## src/rtl/pfge_pkg.sv

```systemverilog
// ----------------------------------------------------------------------------
// Glyph engine package
// Shared types, transfer codes and the 5x7 font table.
// ----------------------------------------------------------------------------
`default_nettype none

package pfge_pkg;

    localparam int STORE_AW = 11;

    localparam logic [1:0] ACT_CLEAR = 2'd0;
    localparam logic [1:0] ACT_DRAW  = 2'd1;
    localparam logic [1:0] ACT_FLUSH = 2'd2;

    localparam logic [7:0] CTRL_CMD    = 8'h00;
    localparam logic [7:0] CTRL_DATA   = 8'h40;
    localparam logic [7:0] CMD_PAGE    = 8'hB0;
    localparam logic [7:0] CMD_COL_LO  = 8'h00;
    localparam logic [7:0] CMD_COL_HI  = 8'h10;
    localparam logic [7:0] NIBBLE_MASK = 8'h0F;

    localparam logic [7:0] FIRST_CODE    = 8'h20;
    localparam logic [7:0] LAST_CODE     = 8'h7E;
    localparam logic [7:0] FALLBACK_CODE = 8'h3F;

    typedef struct packed {
        logic                we;
        logic [STORE_AW-1:0] waddr;
        logic [7:0]          wdata;
        logic [STORE_AW-1:0] raddr;
    } t_mem_req;

    typedef struct packed {
        logic [7:0]  ctrl_byte;
        logic [63:0] payload;
        logic [3:0]  byte_count;
        logic        end_of_transfer;
        logic        last;
    } t_result;

    // Column c of a glyph sits in bits [8c+6:8c]; bit 0 is the top row.
    localparam logic [39:0] FONT [0:94] = '{
        40'h0000000000, 40'h00005F0000, 40'h0007000700, 40'h147F147F14,
        40'h122A7F2A24, 40'h6264081323, 40'h5022554936, 40'h0000030500,
        40'h0041221C00, 40'h001C224100, 40'h14083E0814, 40'h08083E0808,
        40'h0000305000, 40'h0808080808, 40'h0000606000, 40'h0204081020,
        40'h3E4549513E, 40'h00407F4200, 40'h4649516142, 40'h314B454121,
        40'h107F121418, 40'h3945454527,
        40'h3049494A3C, 40'h0305097101, 40'h3649494936, 40'h1E29494906,
        40'h0000363600, 40'h0000365600, 40'h0041221408, 40'h1414141414,
        40'h0814224100, 40'h0609510102, 40'h3E41794932, 40'h7E1111117E,
        40'h364949497F, 40'h224141413E, 40'h1C2241417F, 40'h414949497F,
        40'h010909097F, 40'h7A4949413E, 40'h7F0808087F, 40'h00417F4100,
        40'h013F414020, 40'h412214087F, 40'h404040407F, 40'h7F020C027F,
        40'h7F1008047F, 40'h3E4141413E, 40'h060909097F, 40'h5E2151413E,
        40'h462919097F, 40'h3149494946, 40'h01017F0101, 40'h3F4040403F,
        40'h1F2040201F, 40'h7F2018207F, 40'h6314081463, 40'h0304780403,
        40'h4345495161, 40'h0041417F00, 40'h2010080402, 40'h007F414100,
        40'h0402010204, 40'h4040404040, 40'h0004020100, 40'h7854545420,
        40'h384444487F, 40'h2044444438, 40'h7F48444438, 40'h1854545438,
        40'h0201097E08, 40'h3E5252520C, 40'h780404087F, 40'h00407D4400,
        40'h003D444020, 40'h004428107F, 40'h00407F4100, 40'h780418047C,
        40'h780404087C, 40'h3844444438, 40'h081414147C, 40'h7C18141408,
        40'h080404087C, 40'h2054545448, 40'h2040443F04, 40'h7C2040403C,
        40'h1C2040201C, 40'h3C4030403C, 40'h4428102844, 40'h3C5050500C,
        40'h444C546444, 40'h0041360800, 40'h00007F0000, 40'h0008364100,
        40'h0810080408
    };

endpackage

`default_nettype wire

```

## src/rtl/pfge_outbuf.sv

```systemverilog
// ----------------------------------------------------------------------------
// Glyph engine output register
// Holds one finished result until the downstream side takes it.
// ----------------------------------------------------------------------------
`default_nettype none

module pfge_outbuf (
    input  wire                    i_clk,
    input  wire                    i_rst_n,
    input  wire                    i_push,
    input  wire pfge_pkg::t_result i_res,
    output logic                   o_ready,
    output logic                   o_valid,
    input  wire                    i_take,
    output pfge_pkg::t_result      o_res
);

    logic r_valid;
    logic n_valid;

    assign o_ready = !r_valid || i_take;
    assign o_valid = r_valid;

    always_comb begin
        n_valid = r_valid;
        if (i_take) begin
            n_valid = 1'b0;
        end
        if (i_push && o_ready) begin
            n_valid = 1'b1;
        end
    end

    always_ff @(posedge i_clk) begin
        if (!i_rst_n) begin
            r_valid <= 1'b0;
        end else begin
            r_valid <= n_valid;
        end
    end

    always_ff @(posedge i_clk) begin
        if (i_push && o_ready) begin
            o_res <= i_res;
        end
    end

endmodule

`default_nettype wire

```

## config.mk

```make
export PLATFORM = sky130hd
export DESIGN_NAME = pfge_outbuf
export DESIGN_NICKNAME = d
export VERILOG_FILES = /design/src/rtl/pfge_pkg.sv /design/src/rtl/pfge_outbuf.sv
export SDC_FILE = /design/constraint.sdc
export NUM_CORES = 1
export LEC_CHECK = 0
export BUFFER_PORTS_ARGS = -buffer_cell sky130_fd_sc_hd__buf_2
export CAP_MARGIN = 0
export CORE_MARGIN = 1
export CORE_UTILIZATION = 40
export CTS_CLUSTER_DIAMETER = 60
export DETAILED_ROUTE_END_ITERATION = 7
export PLACE_DENSITY = 0.77
export SYNTH_ARGS = -nofsm -noshare
export SYNTH_HDL_FRONTEND = slang
export SYNTH_SLANG_ARGS = --single-unit
```

## constraint.sdc

```tcl
create_clock -name i_clk -period 4 [get_ports i_clk]
set_input_delay 0.2 -clock i_clk [delete_from_list [all_inputs] [get_ports i_clk]]
set_output_delay 0.2 -clock i_clk [all_outputs]
set_load 0.05 [all_outputs]
```

# Word level (Yosys, flattened, before mapping)

Index checks and enable logic that the tools add are counted.

Div/mod/pow operators: 0
$mul: 0
Add/sub/neg operators: 0
Order comparisons: 0
Bitwise logic cells: 0
Reduce and logical (&&, ||, !) cells: 4
Equality and inequality tests: 0
Multiplexer cells: 2
Shift-type cells: 0

Operators with widths:

| cell               | number |
|---|---|
| 1-bit two-way mux  | 2 |
| 2-bit nonzero test | 1 |
| 1-bit logical AND  | 1 |
| 1-bit logical NOT  | 1 |
| 1-bit logical OR   | 1 |

Memories: 0
Memory bits (read-only): 0
Logic and storage cells: 12
RAM bits: 0
Latch bits: 0
Output and inout bits: 80
Register bits: 79

# Longest topological paths before layout

Depth in word-level cells: 4
Mapped depth: 2

# Worst setup path before layout

OpenSTA, ideal clock, no wires.

Path type: register -> register
Start: register r_valid, in the netlist o_valid
End: register o_res[0] (netlist bit), enable pin
Setup slack: 2.195 ns
Data arrival time: 1.424 ns
Required time: 3.618 ns
Cell stages (with the launch flop): 3
Library setup time: 0.382 ns
Path through: dfxtp_1 -> nand2b_4 -> and2_4

Longest elaborated chain between the ends: 3

Ends and longest elaborated chain:

| element                  | RTL line          | RTL |
|---|---|---|
| start: declaration       | pfge_outbuf.sv:18 | `logic r_valid;` |
| start signal: assignment | pfge_outbuf.sv:38 | `r_valid <= n_valid;` |
| 1-bit logical NOT        | pfge_outbuf.sv:21 | `assign o_ready = !r_valid \|\| i_take;` |
| 1-bit logical OR         | pfge_outbuf.sv:21 |  |
| via o_ready              | pfge_outbuf.sv:12 | `output logic o_ready,` |
| 1-bit logical AND        | pfge_outbuf.sv:43 | `if (i_push && o_ready) begin` |
| end signal: assignment   | pfge_outbuf.sv:44 | `o_res <= i_res;` |
| end: declaration         | pfge_outbuf.sv:15 | `output pfge_pkg::t_result o_res` |

The timed path passes the listed nets, and every way through them passes these cells.
A chain may end at the register's enable or synchronous reset.

# Worst setup path in the final report

Start: register r_valid, in the netlist o_valid
End: register o_res[4] (netlist bit), enable pin

Longest elaborated chain between the ends: 3

Ends and longest elaborated chain:

| element           | RTL line |
|---|---|
| 1-bit logical NOT | pfge_outbuf.sv:21 |
| 1-bit logical OR  | pfge_outbuf.sv:21 |
| 1-bit logical AND | pfge_outbuf.sv:43 |

No other way between the ends.

==> flow_summary.yaml <==
cts:
  clock_latency_ns: 0.34
  cts_made_buffers: 9
  cts.sinks: 79
  ctsResizeCount: 0
  cts_hold_buffers: 0
  cts.reportedPaths.clkPinSlew_ns: 0.08
  clockBufferDepth: 2
  clock-root-buffer: "clkbuf_8"
  cts_tree: "yes"
  h-tree-depth: 3
  cts_setup_buffers: 0
route:
  first_pass_iters: 4
  routed_wl_um: 4770
  drcViolationCount: 0
  drtAntennaViolNets: 0
  wl_per_cell_um: 14.4
  drt_iter0_markers: 55
  vias: 1454
  viasPerCell: 4.38
grt:
  grt_max_degree: 79
  busiest_layer: "met2"
  grt_antenna_before_repair: 0
  grtUsageMet2: 0.259
  met3_usage: 0.0571
  grt_overflow: 0
  grt_pass1_vias: 1404
  grt_use_total: 0.155
  grt_pass1_wl_um: 6810
  met1_usage: 0.161
sta:
  slew_headroom: 0.343
  hold_slack_ns: 0.0316
  setup_viol: 0
  tns_ns: 0
  fmax_ghz: 0.618
  fin_skew_ns: 0.00533
  period_share: 0.404
  rsz0062_at_grt: "no"
  maxSlewViolCount: 0
  hold_viol_final: 0
  worst_pin_slew_ns: 0.986
  fin_crit_ns: 1.62
flow_run:
  max_cap_viol_count: 0
logic_synthesis:
  synth_flop_cell: "edfxtp_1"
  syn_avg_cell_area_um2: 28.9
  synth_edf_count: 78
  yosys-top-cells-area: "edfxtp_1 98%, dfxtp_1 0.83%, nand2b_4 0.57%, a21boi_2 0.47%, and2_4 0.36%"
  syn_area_mm2: 0.00240
  synth.net_count: 165
  synth_cell_types: 6
  synth.largest_area_cell: "edfxtp_1"
  synthArstFlopShare: 0
  synth_warnings: 0
  ys_ff_latch: 79
  syn_inst: 83
  yosysMostFrequentCell: "edfxtp_1"
  synth-seq-area-share: 0.984
  synth.top_cell.area_share: 0.976
setup_path:
  end_kind: "register"
  crit_family: "simple AND/OR/NAND/NOR gates"
  crit_buf_inv: 0
  worstPathCellList: "nand2b_4 > and2_4"
  start_kind: "register"
  path_max_fanout: 78
  critPathRequiredTime_ns: 3.96
  max_stage_delay_ns: 0.78
  cpMaxStageDelayCell: "and2_4"
  crit_type: "reg2reg"
  arrival_ns: 1.58
power_and_ir_drop:
  seq_power_share: 0.522
  power.density_mw_per_mm2: 534
  combPwrFrac: 0.144
  leakage_uw: 0.00152
  fin_total_pwr_uw: 1870
  p_sw_uw: 497
  max-vdd-ir-drop_uv: 296
  clockPowerShare: 0.333
  p_int_uw: 1380
  p_sw_frac: 0.265
hold_path:
  min_path_type: "in2reg"
floorplanning:
  die_width_um: 79.5
  rows: 27
  io_pins: 162
  design.core.area_mm2: 0.00564
  fp.dieH_um: 79.5
  initial_core_util: 0.425
  design.die.area_mm2: 0.00631
final_layout:
  nNetsFinal: 337
  n_fill_cell: 423
  area_growth_pct: 46.1
  drive_gt1_frac: 0.681
  multiInputGateArea_um2: 33.8
  num_antenna_cells: 0
  seq_area_mm2: 0.00236
  fin_area_mm2: 0.00351
placed_design:
  portBuffers: 161
  gp_congestion: 0.674
  placed_cell_area_mm2: 0.00330
status:
  status: "completed"
routing by layer:
layer | part of all wire | wire length (um)
met5 | 0 | 0
met4 | 0.030 | 144
met3 | 0.11 | 533
met2 | 0.49 | 2340
met1 | 0.37 | 1750
power groups by stage:
| stage | logic [uW] | registers [uW] | clock network, uW |
|---|---|---|---|
| 2_1_floorplan | 18.7 | 1160 | 0 |
| 3_3_place_gp | 268 | 995 | 0 |
| 3_5_place_dp | 272 | 997 | 0 |
| 4_1_cts | 273 | 979 | 643 |
| 5_1_grt | 282 | 983 | 670 |
| 6_report | 271 | 978 | 625 |
per-stage QoR:
step | setup WS [ns] | util | instances
5_1_grt | 2.26 | 0.622 | 332
4_1_cts | 2.38 | 0.622 | 332
3_3_place_gp | 2.43 | 0.584 | 316
2_1_floorplan | 2.19 | - | 83
3_5_place_dp | 2.38 | 0.584 | 316
6_report | 2.38 | 0.622 | 332
logic make-up (layout without fill, tap and decap cells):
| group | count (synthesis) | count (layout) | share of synthesized area |
|---|---|---|---|
| flops | 79 | 79 | 0.984 |
| simple gates | 2 | 2 | 0.00938 |
| compound gates | 1 | 1 | 0.00469 |
| buf+inv | 1 | 178 | 0.00156 |
worst paths after layout:
check / depth (start not counted) / slack, ns / to / startpoint
setup / recovery: 2 / 2.38 / o_res[4]$_DFFE_PP_ / o_valid$_SDFFE_PN0P_
hold reg to reg: 2 / 0.50 / o_valid$_SDFFE_PN0P_ / o_valid$_SDFFE_PN0P_
setup reg to reg: 2 / 2.38 / o_res[4]$_DFFE_PP_ / o_valid$_SDFFE_PN0P_
hold / removal: 1 / 0.03 / o_res[2]$_DFFE_PP_ / i_res[2]
sequential cells by signal, summed over array words and instances (netlist names):
signal,flops
o_valid,1
o_res,78
layout make-up:
cell class | instances | area share
flip-flops and latches | 79 | 0.674
well taps | 72 | 0.0257
multi-input cells | 3 | 0.00963
repair buffers | 161 | 0.230
clock inverters | 6 | 0.0239
clock buffers | 10 | 0.0364
inverters | 1 | 0.00107
cell usage in the layout (no fill, tap or decap):
cell type / Yosys / final
buf_2: 0 / 161
edfxtp_1: 78 / 78
clkbuf_8: 0 / 9
bufinv_16: 0 / 2
clkinv_1: 0 / 2
nand2b_4: 1 / 1
and2_4: 1 / 1
inv_1: 1 / 1
a21boi_2: 1 / 1
inv_6: 0 / 1
clkinvlp_4: 0 / 1
clkbuf_1: 0 / 1
dfxtp_1: 1 / 1
No activity file was read; power rests on OpenSTA's default activity.
